### config.mk
export PLATFORM = sky130hd
export DESIGN_NAME = key_value_telemetry_line_parser_flat
export DESIGN_NICKNAME = d
export VERILOG_FILES = /design/src/rtl/core/kvtlp_pkg.sv /design/src/rtl/core/kvtlp_if.sv /design/src/rtl/core/kvtlp_front.sv /design/src/rtl/core/kvtlp_queue.sv /design/src/rtl/core/kvtlp_back.sv /design/src/rtl/core/key_value_telemetry_line_parser.sv /design/src/flat_wrapper.sv
export SDC_FILE = /design/constraint.sdc
export NUM_CORES = 1
export LEC_CHECK = 0
export BUFFER_PORTS_ARGS = -buffer_cell sky130_fd_sc_hd__buf_2
export CAP_MARGIN = 20
export CORE_UTILIZATION = 55
export CTS_CLUSTER_DIAMETER = 30
export DETAILED_ROUTE_END_ITERATION = 7
export PLACE_DENSITY = 0.73
export SLEW_MARGIN = 20
export SYNTH_ARGS = -nofsm -noshare
export SYNTH_HDL_FRONTEND = slang
export SYNTH_SLANG_ARGS = --single-unit
### constraint.sdc
create_clock -name clk_i -period 10 [get_ports clk_i]
set_clock_uncertainty 0.1 [all_clocks]
set_input_delay 1.5 -clock clk_i [delete_from_list [all_inputs] [get_ports clk_i]]
set_output_delay 1.5 -clock clk_i [all_outputs]
set_load 0.05 [all_outputs]
### src/rtl/core/kvtlp_pkg.sv
// Package: shared types and constants for the telemetry line parser.
`timescale 1ns / 1ps
`default_nettype none
package kvtlp_pkg;

  localparam logic [7:0] ChLf  = 8'h0A;
  localparam logic [7:0] ChCr  = 8'h0D;
  localparam logic [7:0] ChTab = 8'h09;
  localparam logic [3:0] IdChecksum = 4'd12;
  localparam logic [3:0] IdNone     = 4'd15;
  localparam int unsigned KeyBytes  = 8;

  typedef enum logic [1:0] {
    PH_SKIP  = 2'd0,
    PH_SIGN  = 2'd1,
    PH_DIGIT = 2'd2,
    PH_DONE  = 2'd3
  } phase_e;

  typedef enum logic [0:0] {
    CMD_BYTE = 1'b0,
    CMD_TICK = 1'b1
  } cmd_e;

  typedef enum logic [0:0] {
    CFG_MIN_FIELDS   = 1'b0,
    CFG_VALID_WINDOW = 1'b1
  } cfg_idx_e;

  // Front-to-back request: one classified item.
  typedef struct packed {
    logic        tick;
    logic        line_end;
    logic [3:0]  key_id;
    logic [31:0] value;
  } evt_t;

  // Key lookup over an 8-byte key buffer; byte 0 is the first char.
  function automatic logic [3:0] key_lookup(input logic [63:0] k, input logic [3:0] len);
    logic [3:0] id;
    id = IdNone;
    case (len)
      4'd1: begin
        if (k[7:0] == "V") id = 4'd0;
        else if (k[7:0] == "I") id = 4'd1;
      end
      4'd2: begin
        if (k[15:0] == {"S", "C"}) id = 4'd4;
        else if (k[15:0] == {"L", "I"}) id = 4'd6;
      end
      4'd3: begin
        case (k[23:0])
          {"V", "P", "V"}: id = 4'd2;
          {"V", "P", "P"}: id = 4'd3;
          {"R", "R", "E"}: id = 4'd5;
          {"9", "1", "H"}: id = 4'd7;
          {"0", "2", "H"}: id = 4'd8;
          {"1", "2", "H"}: id = 4'd9;
          {"2", "2", "H"}: id = 4'd10;
          {"3", "2", "H"}: id = 4'd11;
          default: id = IdNone;
        endcase
      end
      4'd8: begin
        if (k == {"m", "u", "s", "k", "c", "e", "h", "C"}) id = IdChecksum;
      end
      default: id = IdNone;
    endcase
    return id;
  endfunction

endpackage
`default_nettype wire

### src/rtl/core/kvtlp_if.sv
// Interfaces: valid/ready request channels for items, results and config.
`timescale 1ns / 1ps
`default_nettype none
interface kvtlp_in_if;
  logic       valid;
  logic       ready;
  logic       command;
  logic [7:0] rx_byte;
  modport source (output valid, command, rx_byte, input ready);
  modport sink (input valid, command, rx_byte, output ready);
endinterface

interface kvtlp_out_if;
  logic        valid;
  logic        ready;
  logic        field_update;
  logic [3:0]  field_id;
  logic signed [31:0] field_value;
  logic [2:0]  charge_state;
  logic        block_end;
  logic        block_accepted;
  logic        data_valid;
  modport source (output valid, field_update, field_id, field_value, charge_state,
                  block_end, block_accepted, data_valid, input ready);
  modport sink (input valid, field_update, field_id, field_value, charge_state,
                block_end, block_accepted, data_valid, output ready);
endinterface

interface kvtlp_cfg_if;
  logic        valid;
  logic        ready;
  logic [0:0]  index;
  logic [15:0] data;
  modport source (output valid, index, data, input ready);
  modport sink (input valid, index, data, output ready);
endinterface
`default_nettype wire

### src/rtl/core/kvtlp_front.sv
// Front end: line assembly, key capture and on-the-fly number parsing.
`timescale 1ns / 1ps
`default_nettype none
module kvtlp_front #(
  parameter int unsigned MaxLine = 64,
  parameter int unsigned MaxKey  = 8
) (
  input  wire logic       clk_i,
  input  wire logic       rst_ni,
  input  wire logic       in_valid_i,
  output logic            in_ready_o,
  input  wire logic       command_i,
  input  wire logic [7:0] rx_byte_i,
  output logic            evt_valid_o,
  input  wire logic       evt_ready_i,
  output kvtlp_pkg::evt_t evt_o
);
  localparam int unsigned LenW = $clog2(MaxLine + 1);
  localparam int unsigned KlW  = $clog2(MaxKey + 1);

  logic [LenW-1:0] len_q, len_d;
  logic [63:0]     key_q, key_d;
  logic [KlW-1:0]  klen_q, klen_d;
  logic            long_q, long_d, tab_q, tab_d, neg_q, neg_d;
  kvtlp_pkg::phase_e ph_q, ph_d;
  logic [31:0]     acc_q, acc_d;
  logic [35:0]     mul;
  logic            fire, is_dig, is_sp;
  logic [3:0]      kid;
  logic [31:0]     fval;

  assign in_ready_o  = evt_ready_i;
  assign evt_valid_o = in_valid_i;
  assign fire = in_valid_i && in_ready_o;

  assign is_dig = rx_byte_i >= 8'h30 && rx_byte_i <= 8'h39;
  assign is_sp  = rx_byte_i == 8'h20 || rx_byte_i == 8'h09 ||
                  rx_byte_i == 8'h0B || rx_byte_i == 8'h0C;
  assign mul = {acc_q, 3'b000} + {2'b00, acc_q, 1'b0} + {32'd0, rx_byte_i[3:0]};

  // Key classification and value saturation: beyond 8 bytes only the long flag matters
  always_comb begin
    kid = kvtlp_pkg::IdNone;
    if (!long_q && klen_q <= KlW'(kvtlp_pkg::KeyBytes))
      kid = kvtlp_pkg::key_lookup(key_q, 4'(klen_q));
    if (len_q == '0 || !tab_q) kid = kvtlp_pkg::IdNone;
    if (neg_q) fval = 32'd0 - acc_q;
    else fval = acc_q[31] ? 32'h7FFF_FFFF : acc_q;
  end

  always_comb begin
    evt_o.tick     = command_i == kvtlp_pkg::CMD_TICK;
    evt_o.line_end = command_i == kvtlp_pkg::CMD_BYTE && rx_byte_i == kvtlp_pkg::ChLf;
    evt_o.key_id   = kid;
    evt_o.value    = fval;
    len_d = len_q; key_d = key_q; klen_d = klen_q; long_d = long_q;
    tab_d = tab_q; ph_d = ph_q; neg_d = neg_q; acc_d = acc_q;
    if (command_i == kvtlp_pkg::CMD_BYTE) begin
      if (rx_byte_i == kvtlp_pkg::ChLf) begin
        len_d = '0; key_d = '0; klen_d = '0; long_d = 1'b0; tab_d = 1'b0;
        ph_d = kvtlp_pkg::PH_SKIP; neg_d = 1'b0; acc_d = '0;
      end else if (rx_byte_i != kvtlp_pkg::ChCr && len_q < LenW'(MaxLine)) begin
        len_d = len_q + 1'b1;
        if (tab_q) begin
          if (ph_q == kvtlp_pkg::PH_SKIP && is_sp) begin
            ph_d = ph_q;
          end else if (ph_q == kvtlp_pkg::PH_SKIP &&
                       (rx_byte_i == 8'h2B || rx_byte_i == 8'h2D)) begin
            neg_d = rx_byte_i == 8'h2D;
            ph_d  = kvtlp_pkg::PH_SIGN;
          end else if (ph_q != kvtlp_pkg::PH_DONE && is_dig) begin
            acc_d = (mul > 36'h0_8000_0000) ? 32'h8000_0000 : mul[31:0];
            ph_d  = kvtlp_pkg::PH_DIGIT;
          end else begin
            ph_d = kvtlp_pkg::PH_DONE;
          end
        end else if (rx_byte_i == kvtlp_pkg::ChTab) begin
          tab_d = 1'b1;
        end else if (klen_q < KlW'(MaxKey)) begin
          if (klen_q < KlW'(kvtlp_pkg::KeyBytes))
            key_d[8*klen_q[2:0] +: 8] = rx_byte_i;
          klen_d = klen_q + 1'b1;
        end else begin
          long_d = 1'b1;
        end
      end
    end
  end

  always_ff @(posedge clk_i or negedge rst_ni) begin
    if (!rst_ni) begin
      len_q <= '0; key_q <= '0; klen_q <= '0; long_q <= 1'b0; tab_q <= 1'b0;
      ph_q <= kvtlp_pkg::PH_SKIP; neg_q <= 1'b0; acc_q <= '0;
    end else if (fire) begin
      len_q <= len_d; key_q <= key_d; klen_q <= klen_d; long_q <= long_d;
      tab_q <= tab_d; ph_q <= ph_d; neg_q <= neg_d; acc_q <= acc_d;
    end
  end
endmodule
`default_nettype wire

### src/rtl/core/kvtlp_queue.sv
// Two-entry request queue between front and back end.
`timescale 1ns / 1ps
`default_nettype none
module kvtlp_queue (
  input  wire logic       clk_i,
  input  wire logic       rst_ni,
  input  wire logic       in_valid_i,
  output logic            in_ready_o,
  input  kvtlp_pkg::evt_t in_data_i,
  output logic            out_valid_o,
  input  wire logic       out_ready_i,
  output kvtlp_pkg::evt_t out_data_o
);
  kvtlp_pkg::evt_t mem_q [2];
  logic            wp_q, rp_q;
  logic [1:0]      cnt_q;
  logic            push, pop;

  assign in_ready_o  = cnt_q != 2'd2;
  assign out_valid_o = cnt_q != 2'd0;
  assign out_data_o  = mem_q[rp_q];
  assign push = in_valid_i && in_ready_o;
  assign pop  = out_valid_o && out_ready_i;

  always_ff @(posedge clk_i) begin
    if (push) mem_q[wp_q] <= in_data_i;
  end

  always_ff @(posedge clk_i or negedge rst_ni) begin
    if (!rst_ni) begin
      wp_q <= 1'b0; rp_q <= 1'b0; cnt_q <= 2'd0;
    end else begin
      if (push) wp_q <= ~wp_q;
      if (pop) rp_q <= ~rp_q;
      cnt_q <= cnt_q + {1'b0, push} - {1'b0, pop};
    end
  end
endmodule
`default_nettype wire

### src/rtl/core/kvtlp_back.sv
// Back end: block bookkeeping, age timer and result register.
`timescale 1ns / 1ps
`default_nettype none
module kvtlp_back (
  input  wire logic        clk_i,
  input  wire logic        rst_ni,
  input  wire logic        evt_valid_i,
  output logic             evt_ready_o,
  input  kvtlp_pkg::evt_t  evt_i,
  input  wire logic [7:0]  min_fields_i,
  input  wire logic [15:0] valid_window_i,
  kvtlp_out_if.source      res
);
  logic [7:0]  cnt_q, cnt_d;
  logic        hv_q, hv_d;
  logic [15:0] age_q, age_d;
  logic [2:0]  cs_q, cs_d;
  logic        ov_q, take;
  logic        upd, bend, bacc;

  assign evt_ready_o = !ov_q || res.ready;
  assign take = evt_valid_i && evt_ready_o;

  always_comb begin
    cnt_d = cnt_q; hv_d = hv_q; age_d = age_q; cs_d = cs_q;
    upd = 1'b0; bend = 1'b0; bacc = 1'b0;
    if (evt_i.tick) begin
      if (age_q != 16'hFFFF) age_d = age_q + 16'd1;
    end else if (evt_i.line_end) begin
      if (evt_i.key_id == kvtlp_pkg::IdChecksum) begin
        bend = 1'b1;
        if (cnt_q >= min_fields_i) begin
          bacc = 1'b1; hv_d = 1'b1; age_d = '0;
        end
        cnt_d = '0;
      end else if (evt_i.key_id != kvtlp_pkg::IdNone) begin
        upd = 1'b1;
        if (evt_i.key_id <= 4'd2 && cnt_q != 8'hFF) cnt_d = cnt_q + 8'd1;
        if (evt_i.key_id == 4'd4) begin
          if (evt_i.value == 32'd0) cs_d = 3'd1;
          else if (evt_i.value >= 32'd2 && evt_i.value <= 32'd7) cs_d = evt_i.value[2:0];
          else cs_d = 3'd0;
        end
      end
    end
  end

  // Result register
  always_ff @(posedge clk_i) begin
    if (take) begin
      res.field_update   <= upd;
      res.field_id       <= upd ? evt_i.key_id : 4'd0;
      res.field_value    <= upd ? evt_i.value : 32'd0;
      res.charge_state   <= cs_d;
      res.block_end      <= bend;
      res.block_accepted <= bacc;
      res.data_valid     <= hv_d && (age_d < valid_window_i);
    end
  end

  assign res.valid = ov_q;

  always_ff @(posedge clk_i or negedge rst_ni) begin
    if (!rst_ni) begin
      cnt_q <= '0; hv_q <= 1'b0; age_q <= '0; cs_q <= '0; ov_q <= 1'b0;
    end else begin
      if (take) begin
        cnt_q <= cnt_d; hv_q <= hv_d; age_q <= age_d; cs_q <= cs_d;
      end
      if (take) ov_q <= 1'b1;
      else if (res.ready) ov_q <= 1'b0;
    end
  end
endmodule
`default_nettype wire

### src/rtl/core/key_value_telemetry_line_parser.sv
// Top level: key/value telemetry line parser.
//  channel  | dir | payload
//  in_ch    | in  | command, rx_byte
//  out_ch   | out | field_update..data_valid
//  cfg_ch   | in  | index, data (0 min_fields, 1 valid_window)
// One request per cycle sustained while out_ch is ready. A request enters the
// queue at the edge at which it is accepted, is then loaded into the back
// result register and leaves from there when out_ch is ready. Either side may
// stall alone; the 2-entry queue plus the result register hold three requests
// before the input stalls. Reset clears all line, block and age state.
`timescale 1ns / 1ps
`default_nettype none
module key_value_telemetry_line_parser #(
  parameter int unsigned MaxLine = 64,
  parameter int unsigned MaxKey  = 8
) (
  input  wire logic   clk_i,
  input  wire logic   rst_ni,
  kvtlp_in_if.sink    in_ch,
  kvtlp_out_if.source out_ch,
  kvtlp_cfg_if.sink   cfg_ch
);
  logic [7:0]  minf_q;
  logic [15:0] win_q;
  logic        fv, fr, bv, br;
  kvtlp_pkg::evt_t fe, be;

  // Configuration registers
  assign cfg_ch.ready = 1'b1;
  always_ff @(posedge clk_i or negedge rst_ni) begin
    if (!rst_ni) begin
      minf_q <= 8'd3; win_q <= 16'd5000;
    end else if (cfg_ch.valid) begin
      case (cfg_ch.index)
        kvtlp_pkg::CFG_MIN_FIELDS:   minf_q <= cfg_ch.data[7:0];
        kvtlp_pkg::CFG_VALID_WINDOW: win_q  <= cfg_ch.data;
        default: ;
      endcase
    end
  end

  kvtlp_front #(.MaxLine(MaxLine), .MaxKey(MaxKey)) u_front (
    .clk_i, .rst_ni, .in_valid_i(in_ch.valid), .in_ready_o(in_ch.ready),
    .command_i(in_ch.command), .rx_byte_i(in_ch.rx_byte),
    .evt_valid_o(fv), .evt_ready_i(fr), .evt_o(fe)
  );

  kvtlp_queue u_queue (
    .clk_i, .rst_ni, .in_valid_i(fv), .in_ready_o(fr), .in_data_i(fe),
    .out_valid_o(bv), .out_ready_i(br), .out_data_o(be)
  );

  kvtlp_back u_back (
    .clk_i, .rst_ni, .evt_valid_i(bv), .evt_ready_o(br), .evt_i(be),
    .min_fields_i(minf_q), .valid_window_i(win_q), .res(out_ch)
  );
endmodule
`default_nettype wire
### src/flat_wrapper.sv
// flat-port wrapper written by rule: the top's interface ports become plain ports
module key_value_telemetry_line_parser_flat 
#(
  parameter int unsigned MaxLine = 64,
  parameter int unsigned MaxKey  = 8
)
  (clk_i, rst_ni, in_ch_valid, in_ch_command, in_ch_rx_byte, in_ch_ready, out_ch_valid, out_ch_field_update, out_ch_field_id, out_ch_field_value, out_ch_charge_state, out_ch_block_end, out_ch_block_accepted, out_ch_data_valid, out_ch_ready, cfg_ch_valid, cfg_ch_index, cfg_ch_data, cfg_ch_ready);
  kvtlp_in_if in_ch_i ();
  kvtlp_out_if out_ch_i ();
  kvtlp_cfg_if cfg_ch_i ();
  input  wire logic clk_i;
  input  wire logic rst_ni;
  input wire logic [$bits(in_ch_i.valid)-1:0] in_ch_valid;
  input wire logic [$bits(in_ch_i.command)-1:0] in_ch_command;
  input wire logic [$bits(in_ch_i.rx_byte)-1:0] in_ch_rx_byte;
  output wire logic [$bits(in_ch_i.ready)-1:0] in_ch_ready;
  output wire logic [$bits(out_ch_i.valid)-1:0] out_ch_valid;
  output wire logic [$bits(out_ch_i.field_update)-1:0] out_ch_field_update;
  output wire logic [$bits(out_ch_i.field_id)-1:0] out_ch_field_id;
  output wire logic [$bits(out_ch_i.field_value)-1:0] out_ch_field_value;
  output wire logic [$bits(out_ch_i.charge_state)-1:0] out_ch_charge_state;
  output wire logic [$bits(out_ch_i.block_end)-1:0] out_ch_block_end;
  output wire logic [$bits(out_ch_i.block_accepted)-1:0] out_ch_block_accepted;
  output wire logic [$bits(out_ch_i.data_valid)-1:0] out_ch_data_valid;
  input wire logic [$bits(out_ch_i.ready)-1:0] out_ch_ready;
  input wire logic [$bits(cfg_ch_i.valid)-1:0] cfg_ch_valid;
  input wire logic [$bits(cfg_ch_i.index)-1:0] cfg_ch_index;
  input wire logic [$bits(cfg_ch_i.data)-1:0] cfg_ch_data;
  output wire logic [$bits(cfg_ch_i.ready)-1:0] cfg_ch_ready;
  assign in_ch_i.valid = in_ch_valid;
  assign in_ch_i.command = in_ch_command;
  assign in_ch_i.rx_byte = in_ch_rx_byte;
  assign in_ch_ready = in_ch_i.ready;
  assign out_ch_valid = out_ch_i.valid;
  assign out_ch_field_update = out_ch_i.field_update;
  assign out_ch_field_id = out_ch_i.field_id;
  assign out_ch_field_value = out_ch_i.field_value;
  assign out_ch_charge_state = out_ch_i.charge_state;
  assign out_ch_block_end = out_ch_i.block_end;
  assign out_ch_block_accepted = out_ch_i.block_accepted;
  assign out_ch_data_valid = out_ch_i.data_valid;
  assign out_ch_i.ready = out_ch_ready;
  assign cfg_ch_i.valid = cfg_ch_valid;
  assign cfg_ch_i.index = cfg_ch_index;
  assign cfg_ch_i.data = cfg_ch_data;
  assign cfg_ch_ready = cfg_ch_i.ready;
  key_value_telemetry_line_parser #(.MaxLine(MaxLine), .MaxKey(MaxKey)) u_core (.clk_i(clk_i), .rst_ni(rst_ni), .in_ch(in_ch_i), .out_ch(out_ch_i), .cfg_ch(cfg_ch_i));
endmodule
### Word level (Yosys, flattened, before mapping)

Memories as Yosys holds them, arrays and structs flattened.
Cells that the tools add are included.

| cells by class | value |
|---|---|
| shifts and indexed selects | 2 |
| $lt $le $gt $ge | 11 |
| bitwise operators | 7 |
| eq/ne operators | 37 |
| multiplexer cells | 80 |
| reduce and logical (&&, ||, !) cells | 44 |
| $add $sub $neg | 10 |

Operators by type and width:

| kind | number |
|---|---|
| 64-bit 2-to-1 mux | 5 |
| 32-bit 2-to-1 mux | 8 |
| 24-bit by 22-bit == test with 1-bit output, second input constant | 5 |
| 16-bit 2-to-1 mux | 5 |
| 24-bit by 23-bit == test with 1-bit output, second input constant | 3 |
| 64-bit bitwise mux | 1 |
| 64-bit by 63-bit == test with 1-bit output, second input constant | 1 |
| 8-bit by 34-bit variable shift with 64-bit output, first input constant | 1 |
| 8-bit by 34-bit variable part select with 64-bit output | 1 |
| 4-bit 2-to-1 mux | 11 |
| 35-bit by 33-bit adder with 36-bit output | 1 |
| 36-bit by 4-bit adder with 36-bit output | 1 |
| 36-bit by 32-bit > comparator with 1-bit output, second input constant | 1 |
| 6-bit negator with 34-bit output | 1 |
| 16-bit by 15-bit == test with 1-bit output, second input constant | 2 |
| 8-bit by 4-bit == test with 1-bit output, second input constant | 4 |
| 32-bit by 2-bit >= comparator with 1-bit output, second input constant | 1 |
| 32-bit by 3-bit less-or-equal comparator with 1-bit output, second input constant | 1 |
| 32-bit zero test | 1 |
| 4-bit one-hot mux with 8 select lines | 1 |
| 1-bit by 32-bit subtractor with 32-bit output, first input constant | 1 |
| 31-bit 2-to-1 mux | 1 |
| 1-bit 2-to-1 mux | 29 |
| 8-bit by 6-bit == test with 1-bit output, second input constant | 3 |
| 44 further kinds | 102 |

| word-level totals | value |
|---|---|
| input port bits | 31 |
| output and inout bits | 46 |
| memories | 1 |
| word-level logic and storage cells | 217 |
| memory bits (writable) | 76 |
| register bits | 212 |

Memory list:

| name | depth | bits a word | rd ports | clocked after Yosys merged registers in | wr ports | RTL line | source |
|---|---|---|---|---|---|---|---|
| u_core.u_queue.mem_q | 2 | 38 | 1 | 0 | 1 | kvtlp_queue.sv:14 | `kvtlp_pkg::evt_t mem_q [2];` |

### Logic depth before layout (Yosys ltp)

Gate-level depths: netlist of run 1.

| logic depth | value |
|---|---|
| depth after elaboration | 10 |
| depth in mapped cells | 23 |
| mapped depth without buffers | 21 |

### Hierarchy

Synthesis of run 1 repeated with hierarchy kept, for this count alone.

| unflattened totals | value |
|---|---|
| cell total of the unflattened synthesis | 1707 |
| area, all modules | 17062.6 µm² |

Modules (own cells, without submodules):

| module | area each (µm²) | cells each | seq. area each (µm²) | times used |
|---|---|---|---|---|
| kvtlp_front | 8976.1 | 1113 | 2802.7 | 1 |
| kvtlp_back | 4180.3 | 405 | 2016.9 | 1 |
| kvtlp_queue | 2987.9 | 135 | 2382.3 | 1 |
| key_value_telemetry_line_parser | 918.4 | 54 | 609.3 | 1 |

### Worst setup path after synthesis of run 1

No wires, ideal clock.

| path | value |
|---|---|
| path kind | input-to-reg |
| from | input in_ch_rx_byte[3] |
| to | register u_core.u_front.acc_q[3] |
| path buffers | 1 |
| slack | 5385 ps |
| arrival time | 4447 ps |
| required time | 9832 ps |
| cell stages on the path | 13 |
| path through | inv_1 > fa_1 > inv_1 > ha_1 > a211oi_1 > o21ai_1 > o2111ai_1 > nand4_1 > a211o_1 > a211oi_1 > and3_1 > buf_2 > a32o_1 |

| on the way | value |
|---|---|
| longest elaborated chain between the ends | 9 |
| elaborated cells between the ends (all ways) | 34 |
| classes of those cells | add/sub: 1; order compare: 3; eq/ne: 10; mux: 7; reduce/logical: 13 |

RTL lines:

| what | RTL line | source |
|---|---|---|
| from (decl) | flat_wrapper.sv:15 | `input wire logic [$bits(in_ch_i.rx_byte)-1:0] in_ch_rx_byte;` |
| 36-bit by 4-bit adder with 36-bit output | kvtlp_front.sv:39 | `assign mul = {acc_q, 3'b000} + {2'b00, acc_q, 1'b0} + {32'd0, rx_byte_i[3:0]};` |
| 36-bit by 32-bit > comparator with 1-bit output | kvtlp_front.sv:72 | `acc_d = (mul > 36'h0_8000_0000) ? 32'h8000_0000 : mul[31:0];` |
| 32-bit 2-to-1 mux | kvtlp_front.sv:72 |  |
| 32-bit 2-to-1 mux | kvtlp_front.sv:71 | `end else if (ph_q != kvtlp_pkg::PH_DONE && is_dig) begin` |
| 32-bit 2-to-1 mux | kvtlp_front.sv:67 | `end else if (ph_q == kvtlp_pkg::PH_SKIP &&` |
| 32-bit 2-to-1 mux | kvtlp_front.sv:65 | `if (ph_q == kvtlp_pkg::PH_SKIP && is_sp) begin` |
| 32-bit 2-to-1 mux | kvtlp_front.sv:64 | `if (tab_q) begin` |
| 32-bit 2-to-1 mux | kvtlp_front.sv:62 | `end else if (rx_byte_i != kvtlp_pkg::ChCr && len_q < LenW'(MaxLine)) begin` |
| 32-bit 2-to-1 mux | kvtlp_front.sv:59 | `if (rx_byte_i == kvtlp_pkg::ChLf) begin` |
| to (signal assigned) | kvtlp_front.sv:93 | `ph_q <= kvtlp_pkg::PH_SKIP; neg_q <= 1'b0; acc_q <= '0;` |
| to (signal assigned) | kvtlp_front.sv:96 | `tab_q <= tab_d; ph_q <= ph_d; neg_q <= neg_d; acc_q <= acc_d;` |
| to (decl) | kvtlp_front.sv:26 | `logic [31:0] acc_q, acc_d;` |

Parallel ways exist; a longest one is shown, timed or not. The select of a mux whose other input is x is not followed.
A chain may end at the register's enable or synchronous reset.

### Worst setup path in the final report of run 1

| path | value |
|---|---|
| from | input in_ch_rx_byte[3] |
| to | register u_core.u_front.acc_q[22] |

The elaborated chain is that of the path after synthesis.

==> results of run 1 <==
synthesized netlist by cell type (all sizes together) (23+ instances only):
cell / count / share of area (%)
inv: 52 / 1.2
nor2: 160 / 3.7
nand2: 162 / 3.8
ha: 99 / 7.7
clkbuf: 51 / 1.2
o21ai: 150 / 4.7
xor2: 29 / 1.6
nor3: 31 / 1.0
a31oi: 26 / 1.0
edfxtp: 119 / 22
a21oi: 67 / 2.1
nand4: 23 / 0.89
mux2i: 42 / 2.6
nor4: 25 / 1.1
nand3: 92 / 2.9
dfrtp: 162 / 25
through the flow:
step	util, %	instances	hold WS [ns]	setup slack (ns)
floorplan	-	1611	0.328	5.38
global placement	58.5	2016	0.350	4.49
detailed placement	58.5	2016	0.364	4.29
CTS	66.7	2137	0.377	4.85
global route	66.9	2139	0.403	4.58
finish	66.9	2139	0.382	4.78
per-layer routing:
metal / track usage (%) / share of wire, % / up-vias
met4: 9.55 / 2.4 / 0
met1: 36.0 / 45 / 6302
met5: 0 / 0 / -
met2: 41.7 / 47 / 407
li1: - / - / 6175
met3: 4.31 / 5.7 / 83
flip-flops by register name, summed over array words and instances (netlist names), 2 cells and up:
name and flops:
u_core.u_back.res.field_value 32, u_core.u_back.res.field_id 4, u_core.u_front.acc_q 32, u_core.u_back.res.charge_state 3, u_core.u_front.len_q 7, u_core.u_back.cs_q 3, u_core.u_front.key_q 64, u_core.u_back.cnt_q 8
u_core.u_front.klen_q 4, u_core.minf_q 8, u_core.u_queue.mem_q 76, u_core.u_front.ph_q 2, u_core.win_q 16, u_core.u_back.age_q 16, u_core.u_queue.cnt_q 2
critical path, stage by stage:
cell	delay, ns
buf_2	0.17
inv_1	0.08
fa_1	0.59
inv_1	0.06
ha_1	0.28
a211oi_1	0.39
o21ai_1	0.25
o2111ai_1	0.38
nand4_1	0.14
a211o_1	0.28
a211oi_1	0.30
and3_1	0.86
a32o_1	0.30
power breakdown:
part           switching (mW)  total [mW]  internal (mW)  leakage [nW]
sequential              0.183        1.75           1.56          3.38
clock                   0.714        2.24           1.53          1.12
combinational           0.750        1.08          0.333          4.08
total                    1.65        5.07           3.42          8.57
worst paths after layout:
path / end / slack, ns / depth (start not counted)
max in group asynchronous: u_core.u_front.acc_q[19]$_DFFE_PN0P_ / 7.60 / 2
setup reg to reg: u_core.u_front.acc_q[22]$_DFFE_PN0P_ / 5.35 / 12
min in group asynchronous: u_core.win_q[4]$_DFFE_PN0P_ / 0.93 / 1
hold / removal: u_core.u_back.cs_q[1]$_DFFE_PN0P_ / 0.38 / 2
setup / recovery: u_core.u_front.acc_q[22]$_DFFE_PN0P_ / 4.78 / 13
hold reg to reg: u_core.u_back.cs_q[1]$_DFFE_PN0P_ / 0.38 / 2
cell usage in the layout, fill, tap and decap left out, drive strengths merged, types with 10 or more instances in the layout:
cell / instances
mux2i: 42
inv: 57
nor2: 160
nand2: 162
or3: 11
nand3: 92
o211ai: 12
mux2: 20
clkinv: 24
edfxtp: 119
bufinv: 11
dfrtp: 162
o31ai: 19
buf: 86
a32o: 22
clkbuf: 74
xor2: 29
a21oi: 67
ha: 99
nor4: 25
nor4b: 11
o21ai: 150
and3: 18
clkinvlp: 10
xnor2: 20
a31oi: 26
a21o: 19
nand4: 23
o21a: 13
nand2b: 16
nor3: 31
cell families (layout without fill, tap and decap cells):
group,count (synthesis),in the layout
AND/OR/NAND/NOR,605,605
AO/OA/AOI/OAI,387,387
flip-flops,288,288
buffers and inverters,118,262
adder cells (fa/ha/maj),101,101
multiplexers,62,62
XOR/XNOR,49,49
other,1,1
final cells by class:
| cell class | instances | area share [%] |
|---|---|---|
| Inverter | 54 | 1.06 |
| Tap cell | 384 | 2.50 |
| Clock buffer | 73 | 8.85 |
| Timing Repair Buffer | 87 | 2.54 |
| Sequential cell | 288 | 40.7 |
| Clock inverter | 48 | 3.43 |
| Multi-Input combinational cell | 1205 | 40.9 |
==> results.yml, run 1 <==
setup_path:
  cp-end-kind: "register"
  crit_fanout: 22
  cp-start-kind: "primary input"
  required_ns: 10.36
  startpoint: "in_ch_rx_byte[3]"
  cp.arrival_ns: 5.58
  r2r_start: "u_core.u_front.acc_q[0]$_DFFE_PN0P_"
  criticalPathCategory: "primary input to register"
clock_tree:
  cts_buffers: 66
  root_buffer: "clkbuf_16"
  clockBufferDepth: 3
  htree_levels: 3
  clkSinkCount: 288
  post-cts-setup-buffer-count: 0
  insertion_delay_ns: 0.55
  cts.clk_slew.worst_paths_ns: 0.05
  cts_resized: 0
  cts_tree: "yes"
  postCtsHoldBufs: 0
cells_and_area:
  postLayoutCellArea_mm2: 0.0192
  seq_area_mm2: 0.00781
  nets: 1834
  nFillCells: 2141
  n_antenna_cell: 0
  syn_to_final_growth_pct: 19.3
  drive_gt1_share_pct: 14.8
  multi_input_area_mm2: 0.00785
run:
  drv_cap: 0
yosys:
  synth_fa_ha_area_share_pct: 7.95
  yosysWarnings: 0
  avgSynthCellArea_um2: 9.99
  muxShareOfSynthArea_pct: 4.01
  yosysUniqueCellTypes: 84
  ys_seq_elements: 288
  synth_edf_count: 119
  yosys_most_used_dff: "dfrtp_1"
  yosys.area_share.simple_pct: 18.7
  syn_nets: 1743
  yosysSeqAreaShare_pct: 48.6
  synth_top_family_by_area: "simple AND/OR/NAND/NOR gates"
  syn_inst: 1611
  syn_area_mm2: 0.0161
  synth_compound_area_share_pct: 15.3
  async_flop_share_pct: 58.7
  synth-xor-area-share_pct: 2.67
pwr:
  power.static_leakage_nw: 8.57
  ir_drop_mv: 0.211
  power_density_mw_per_mm2: 264
  totalPowerFinal_mw: 5.07
detailed_routing:
  wl_per_cell_um: 18.0
  drt_iter0_drc: 1007
  vias_per_cell: 6.06
  vias: 13000
  drtPass1Iterations: 5
  drtAntennaViolNets: 0
  totalWireLength_um: 38500
  drcViolationCount: 0
place:
  hpwl_um: 26100
  port-buffer-count: 75
  place_congestion: 0.912
  place_area_mm2: 0.0168
floorplanning:
  io_pins: 77
  die-area_mm2: 0.0299
  die_h_um: 173
  die_width_um: 173
  rows: 62
  start_util_pct: 56.0
  core_area_mm2: 0.0287
timing:
  finalSetupViolations: 0
  tns_ns: 0
  drv_slew: 0
  timing.final.hold_violations: 0
  max_freq_ghz: 0.192
  worst_pin_slew_ns: 1.06
  finalCriticalPeriod_ns: 5.22
  relSlewSlack_pct: 28.9
  rsz0062_at_grt: "no"
  fin_crit_sh_pct: 52.2
outcome:
  status: "finished clean"
global_route:
  grt_overflow: 0
  grt_pass1_vias: 12700
  grt.total_usage_pct: 26.1
  antenna_found_initial: 0
  grt_max_degree: 91
  grt_pass1_wl_um: 63900
hold_path:
  hp-start: "u_core.u_back.cs_q[1]$_DFFE_PN0P_"
  min_path_type: "register to register"
Power figures use the tool's default switching activity.
==> run 2, diff against run 1 <==
--- a/config.mk
+++ b/config.mk
@@ -5,12 +5,13 @@
 export SDC_FILE = /design/constraint.sdc
 export NUM_CORES = 1
 export LEC_CHECK = 0
+export ABC_AREA = 1
 export BUFFER_PORTS_ARGS = -buffer_cell sky130_fd_sc_hd__buf_2
 export CAP_MARGIN = 20
 export CORE_UTILIZATION = 55
 export CTS_CLUSTER_DIAMETER = 30
 export DETAILED_ROUTE_END_ITERATION = 7
-export PLACE_DENSITY = 0.73
+export PLACE_DENSITY = 0.75
 export SLEW_MARGIN = 20
 export SYNTH_ARGS = -nofsm -noshare
 export SYNTH_HDL_FRONTEND = slang
==> constraint.sdc (replaced) <==
create_clock -name clk_i -period 4.3 [get_ports clk_i]
set_clock_uncertainty 0.1 [all_clocks]
set_input_delay 0.645 -clock clk_i [delete_from_list [all_inputs] [get_ports clk_i]]
set_output_delay 0.645 -clock clk_i [all_outputs]
set_load 0.05 [all_outputs]
==> run 2 against run 1 <==
The run now ends with DRC, hold timing left. First-iteration DRC count grew 28%. Cell count grew 31%. Die area grew 7.6%. Register-to-register slack lost 4.6 ns. Sequential share of layout area shrank 2.1 points. Cell area grew 5.5%. Via count grew 19%. Critical endpoint is now u_core.u_front.acc_q[17]$_DFFE_PN0P_. Count of clock-buffer cells in the layout shrank 2. Core utilization shrank 1.2 points. Critical path type is now register to register. Synthesized cell count grew 39%. Hold slack lost 0.40 ns.
==> results.yml, run 2 <==
clock_tree:
  cts_buffers: 59
  insertion_delay_ns: 0.58
  post-cts-setup-buffer-count: 0
  cts_tree: "yes"
  clockBufferDepth: 3
  clkSinkCount: 288
  cts.clk_slew.worst_paths_ns: 0.05
  postCtsHoldBufs: 0
  cts_resized: 0
  htree_levels: 2
  root_buffer: "clkbuf_16"
cells_and_area:
  syn_to_final_growth_pct: 16.8
  regMostFlops: "u_core.u_queue.mem_q"
  n_antenna_cell: 0
  nets: 2482
  final_cell_mix: "nand2_1, inv_1, nor2_1"
  drive_gt1_share_pct: 10.3
  final_common_cell: "nand2_1"
  largestRegisters: "u_core.u_queue.mem_q (76), u_core.u_front.key_q (64)"
  largest_reg_flops: 76
pwr:
  clkPwrFrac_pct: 42.2
  power.static_leakage_nw: 9.97
  swShare_pct: 33.6
  totalPowerFinal_mw: 11.1
  internal_power_mw: 7.36
  p_sw_mw: 3.73
  power_density_mw_per_mm2: 548
  combPwrFrac_pct: 23.8
  p_seq_share_pct: 34.0
  ir_drop_mv: 0.460
detailed_routing:
  drtAntennaViolNets: 0
  vias_per_cell: 5.51
  wl_per_cell_um: 16.0
  drcViolationCount: 38
  drtPass1Iterations: 8
  drt_iter0_drc: 1292
  totalWireLength_um: 44800
  vias: 15400
floorplanning:
  core_area_mm2: 0.0308
  die_h_um: 179
  start_util_pct: 56.2
  io_pins: 77
  rows: 64
  die-area_mm2: 0.0322
  die_width_um: 179
yosys:
  synth_top_area_share_pct: 23.4
  yosysWarnings: 0
  post-synth-top-area-cell: "dfrtp_1"
  syn_nets: 2375
  avgSynthCellArea_um2: 7.72
  netlist_top_cells_area: "dfrtp_1, edfxtp_1, nand2_1"
  syn_inst: 2243
  yosysSeqAreaShare_pct: 45.1
  yosysUniqueCellTypes: 56
  yosys_most_used_dff: "dfrtp_1"
  syn_area_mm2: 0.0173
  ys_seq_elements: 288
  post-synth-top-count-cell: "nand2_1"
  synth_common_cells: "nand2_1, inv_1, nor2_1"
  async_flop_share_pct: 58.7
  synth_edf_count: 119
timing:
  whs_ns: -0.0208
  drv_slew: 0
  max_freq_ghz: 0.280
  timing.final.hold_violations: 5
  worst_pin_slew_ns: 0.980
  finalCriticalPeriod_ns: 3.57
  rsz0062_at_grt: "no"
  fin_crit_sh_pct: 83.1
  relSlewSlack_pct: 34.5
  finalSetupViolations: 0
  tns_ns: 0
global_route:
  antenna_found_initial: 0
  grt_max_degree: 76
  grt_pass1_vias: 14900
  grt_overflow: 0
  grt_pass1_wl_um: 74400
  grt.total_usage_pct: 28.2
place:
  port-buffer-count: 75
  hpwl_um: 32800
  place_congestion: 0.987
hold_path:
  min_path_type: "primary input to async pin"
setup_path:
  cp-start-kind: "register"
  required_ns: 4.66
  reg2reg_slack_ns: 0.73
  cp.arrival_ns: 3.93
  criticalPathCategory: "register to register"
  crit_fanout: 31
  cp-end-kind: "register"
outcome:
  violations: "DRC, hold timing"
  status: "finished with violations"
run:
  drv_cap: 0
run 2: metal layers:
| layer | track usage (%) | up-vias | wire, µm |
|---|---|---|---|
| met1 | 40.7 | 7213 | 20600 |
| met3 | 4.76 | 74 | 3350 |
| met4 | 7.72 | 0 | 850 |
| met2 | 44.1 | 541 | 20000 |
| li1 | - | 7579 | - |
| met5 | 0 | - | 0 |
run 2: layout make-up:
class	instances	area, µm²
Clock inverter	41	542
Timing Repair Buffer	88	517
Clock buffer	71	1560
Multi-Input combinational cell	1588	8090
Tap cell	396	495
Fill cell	2526	10600
Inverter	325	1220
Sequential cell	288	7810
run 2: worst paths after layout:
path,from,endpoint,cells after the start
worst max-delay path,u_core.u_front.acc_q[21]$_DFFE_PN0P_,u_core.u_front.acc_q[17]$_DFFE_PN0P_,17
worst max register to register,u_core.u_front.acc_q[21]$_DFFE_PN0P_,u_core.u_front.acc_q[17]$_DFFE_PN0P_,17
min in group clk_i,cfg_ch_data[10],u_core.win_q[10]$_DFFE_PN0P_,3
worst min-delay path,rst_ni,u_core.minf_q[6]$_DFFE_PN0P_,1
max in group asynchronous,rst_ni,u_core.win_q[12]$_DFFE_PN1P_,2
worst min register to register,u_core.u_front.key_q[57]$_DFFE_PN0P_,u_core.u_front.key_q[57]$_DFFE_PN0P_,2
run 2: cells by family (layout without fill, tap and decap cells):
group                    count (synthesis)  after routing  synth area share (%)
AO/OA/AOI/OAI                          323            323                  10.1
XOR/XNOR                                12             12                 0.607
multiplexers                             9              9                 0.520
buffers and inverters                  367            525                  8.30
AND/OR/NAND/NOR                       1142           1142                  28.0
flip-flops                             288            288                  45.1
adder cells (fa/ha/maj)                101            101                  7.38
other                                    1              1                0.0216
run 2: metrics by stage:
| step | area [µm²] | hold slack, ns | worst slack (ns) | cells | util [%] |
|---|---|---|---|---|---|
| 2_1_floorplan | 17300 | 0.249 | 0.930 | 2243 | - |
| 3_5_place_dp | 18100 | 0.373 | 0.501 | 2683 | 58.7 |
| 6_report | 20200 | -0.0208 | 0.726 | 2797 | 65.6 |
| 3_3_place_gp | 18100 | 0.365 | 0.532 | 2683 | 58.7 |
| 4_1_cts | 20200 | 0.00895 | 0.754 | 2795 | 65.5 |
| 5_1_grt | 20200 | 0.0276 | 0.366 | 2797 | 65.6 |
run 2: power by group through the flow:
| stage | registers [mW] | logic (mW) | clock network [mW] |
|---|---|---|---|
| 3_5_place_dp | 3.80 | 2.59 | 0 |
| 3_3_place_gp | 3.78 | 2.52 | 0 |
| 4_1_cts | 3.77 | 2.63 | 4.72 |
| 6_report | 3.77 | 2.64 | 4.68 |
| 2_1_floorplan | 4.46 | 1.26 | 0 |
| 5_1_grt | 3.81 | 2.91 | 4.86 |
run 2: worst max-delay path, cell delays in order, from the launching register on:
cell and delay [ns]:
dfrtp_1 0.58, ha_1 0.31, ha_1 0.42, nand2_1 0.13, nor2_1 0.23, inv_1 0.09, nor3_1 0.41, nand2_1 0.17
nand3_1 0.12, nand2_1 0.06, nor2_1 0.10, nand2_1 0.06, nor2_1 0.08, nand2_1 0.06, nand2_1 0.05, buf_4 0.29
nand3_1 0.14, nand2_1 0.10
==> run 3, diff against run 2 <==
--- a/config.mk
+++ b/config.mk
@@ -5,7 +5,7 @@
 export SDC_FILE = /design/constraint.sdc
 export NUM_CORES = 1
 export LEC_CHECK = 0
-export ABC_AREA = 1
+export ABC_AREA = 0
 export BUFFER_PORTS_ARGS = -buffer_cell sky130_fd_sc_hd__buf_2
 export CAP_MARGIN = 20
 export CORE_UTILIZATION = 55
==> constraint.sdc (replaced) <==
create_clock -name clk_i -period 3.2 [get_ports clk_i]
set_clock_uncertainty 0.1 [all_clocks]
set_input_delay 0.48 -clock clk_i [delete_from_list [all_inputs] [get_ports clk_i]]
set_output_delay 0.48 -clock clk_i [all_outputs]
set_load 0.05 [all_outputs]
==> run 3 against run 2 <==
The flow finishes with violations (setup timing). Non-clock buffer count is 142 higher. Largest power group unchanged. Critical path type unchanged. First-iteration DRC count is 7.0% lower. Cell count decreased by 19%.
==> results.yml, run 3 (synthesized netlist as in run 1, its figures left out) <==
place:
  port-buffer-count: 75
  place_congestion: 0.903
  dp_slack_ns: -0.405
  hpwl_um: 29100
cells_and_area:
  n_antenna_cell: 0
  final_core_utilization_pct: 72.0
  final_cell_mix: "dfrtp_1, nand2_1, nor2_1"
  nets: 1971
  syn_to_final_growth_pct: 28.5
  final_common_cell: "dfrtp_1"
  regMostFlops: "u_core.u_queue.mem_q"
  seq_area_mm2: 0.00781
  largestRegisters: "u_core.u_queue.mem_q (76), u_core.u_front.key_q (64)"
  nFillCells: 1904
  largest_reg_flops: 76
  multi_input_area_mm2: 0.00837
  drive_gt1_share_pct: 25.1
floorplanning:
  start_util_pct: 56.0
  io_pins: 77
  rows: 62
  core_area_mm2: 0.0287
  die_h_um: 173
  die-area_mm2: 0.0299
  die_width_um: 173
detailed_routing:
  drt_iter0_drc: 1201
  vias_per_cell: 6.19
  wl_per_cell_um: 19.6
  drcViolationCount: 0
  drtAntennaViolNets: 0
  vias: 14100
  totalWireLength_um: 44500
  drtPass1Iterations: 6
global_route:
  grt_pass1_vias: 13700
  grt_pass1_wl_um: 70700
  grt.total_usage_pct: 29.1
  antenna_found_initial: 1
  grt_overflow: 0
  grt_max_degree: 70
timing:
  finalCriticalPeriod_ns: 3.59
  timing.final.hold_violations: 0
  rsz0062_at_grt: "yes"
  relSlewSlack_pct: 51.0
  max_freq_ghz: 0.278
  worst_pin_slew_ns: 0.734
  drv_slew: 0
  fin_ws_ns: -0.393
  fin_crit_sh_pct: 112
  finalSetupViolations: 33
clock_tree:
  clockBufferDepth: 3
  insertion_delay_ns: 0.59
  htree_levels: 2
  cts_buffers: 57
  cts_tree: "yes"
  clkSinkCount: 288
  root_buffer: "clkbuf_16"
  cts.clk_slew.worst_paths_ns: 0.06
setup_path:
  criticalPathCategory: "register to register"
  cp-end-kind: "register"
  cp.arrival_ns: 3.91
  required_ns: 3.52
  crit_fanout: 7
  cp-start-kind: "register"
pwr:
  ir_drop_mv: 0.438
  power.static_leakage_nw: 9.33
  power_density_mw_per_mm2: 760
  totalPowerFinal_mw: 15.7
run:
  drv_cap: 0
hold_path:
  min_path_type: "primary input to register"
outcome:
  violations: "setup timing"
  status: "finished with violations"
-- run 3: cell types whose count changed in the layout (fill, tap and decap cells not counted), sizes merged, moves of 20 or more --
cell   before  now
nand2     633  162
inv       322   69
buf        88  228
nor2      223  160
nand3     141   92
o21ai     188  150
mux2i       9   42
a21oi      99   67
nor3       56   31
a32o        0   22
xor2        7   29
and3        1   21
mux2        0   20
-- run 3: area by class of cell --
type	instances	share of cell area [%]
Inverter	54	1.00
Tap cell	384	2.32
Clock buffer	63	7.31
Multi-Input combinational cell	1208	40.5
Sequential cell	288	37.8
Clock inverter	45	3.07
Timing Repair Buffer	230	8.00
-- run 3: worst paths after layout --
path / start / end / slack, ns / depth (start not counted)
hold / removal: cfg_ch_data[9] / u_core.win_q[9]$_DFFE_PN1P_ / 0.04 / 2
hold reg to reg: u_core.u_back.cs_q[0]$_DFFE_PN0P_ / u_core.u_back.cs_q[0]$_DFFE_PN0P_ / 0.38 / 2
setup reg to reg: u_core.minf_q[0]$_DFFE_PN1P_ / u_core.u_back.res.data_valid$_DFFE_PP_ / -0.39 / 19
setup / recovery: u_core.minf_q[0]$_DFFE_PN1P_ / u_core.u_back.res.data_valid$_DFFE_PP_ / -0.39 / 19
max in group asynchronous: rst_ni / u_core.win_q[7]$_DFFE_PN1P_ / 1.78 / 3
min in group asynchronous: rst_ni / u_core.u_front.key_q[59]$_DFFE_PN0P_ / 0.38 / 2
-- run 3: power by group --
| part | internal [mW] | total (mW) | leakage, nW | switching, mW |
|---|---|---|---|---|
| clock network | 4.31 | 6.52 | 1.03 | 2.21 |
| registers | 4.88 | 5.43 | 3.37 | 0.554 |
| logic | 1.23 | 3.76 | 4.93 | 2.52 |
-- run 3: what timing repair did --
action,4_1_cts,5_1_grt
gates cloned,3,1
setup buffers,8,11
hold buffers,1,0
setup endpoints to repair,36,43
resized for setup,50,52
pin swaps,34,31
hold endpoints to repair,66,0
-- run 3: per-layer routing --
metal,share of wire [%],track usage [%],vias up
met5,0.022,0,-
met4,2.3,9.18,2
met3,7.8,5.23,109
met2,48,48.3,652
met1,42,38.8,6842
li1,-,-,6452
-- run 3: worst max-delay path, cell delays in order, from the launching register on --
cell	delay (ns)
dfstp_2	0.55
ha_4	0.19
nand2b_4	0.13
a21o_1	0.15
a21o_1	0.15
a21o_1	0.16
a211oi_2	0.18
o21ai_1	0.11
nand2_2	0.11
clkinv_4	0.13
buf_6	0.15
nor2_1	0.13
ha_1	0.30
o2111ai_4	0.13
a21oi_2	0.07
nor3_2	0.22
nand2_1	0.11
a21oi_2	0.12
o41ai_2	0.09
a21oi_1	0.16
-- run 3: through the flow --
| stage | setup TNS, ns | hold slack (ns) | std cells | cell area, µm² |
|---|---|---|---|---|
| after floorplan | -0.447 | 0.0844 | 1611 | 16200 |
| after global placement | -8.32 | 0.342 | 2140 | 17800 |
| after detailed placement | -11.16 | 0.360 | 2140 | 17800 |
| after CTS | -5.95 | 0.0287 | 2260 | 20300 |
| after global routing | -8.47 | 0.0371 | 2272 | 20700 |
| final | -5.28 | 0.0418 | 2272 | 20700 |
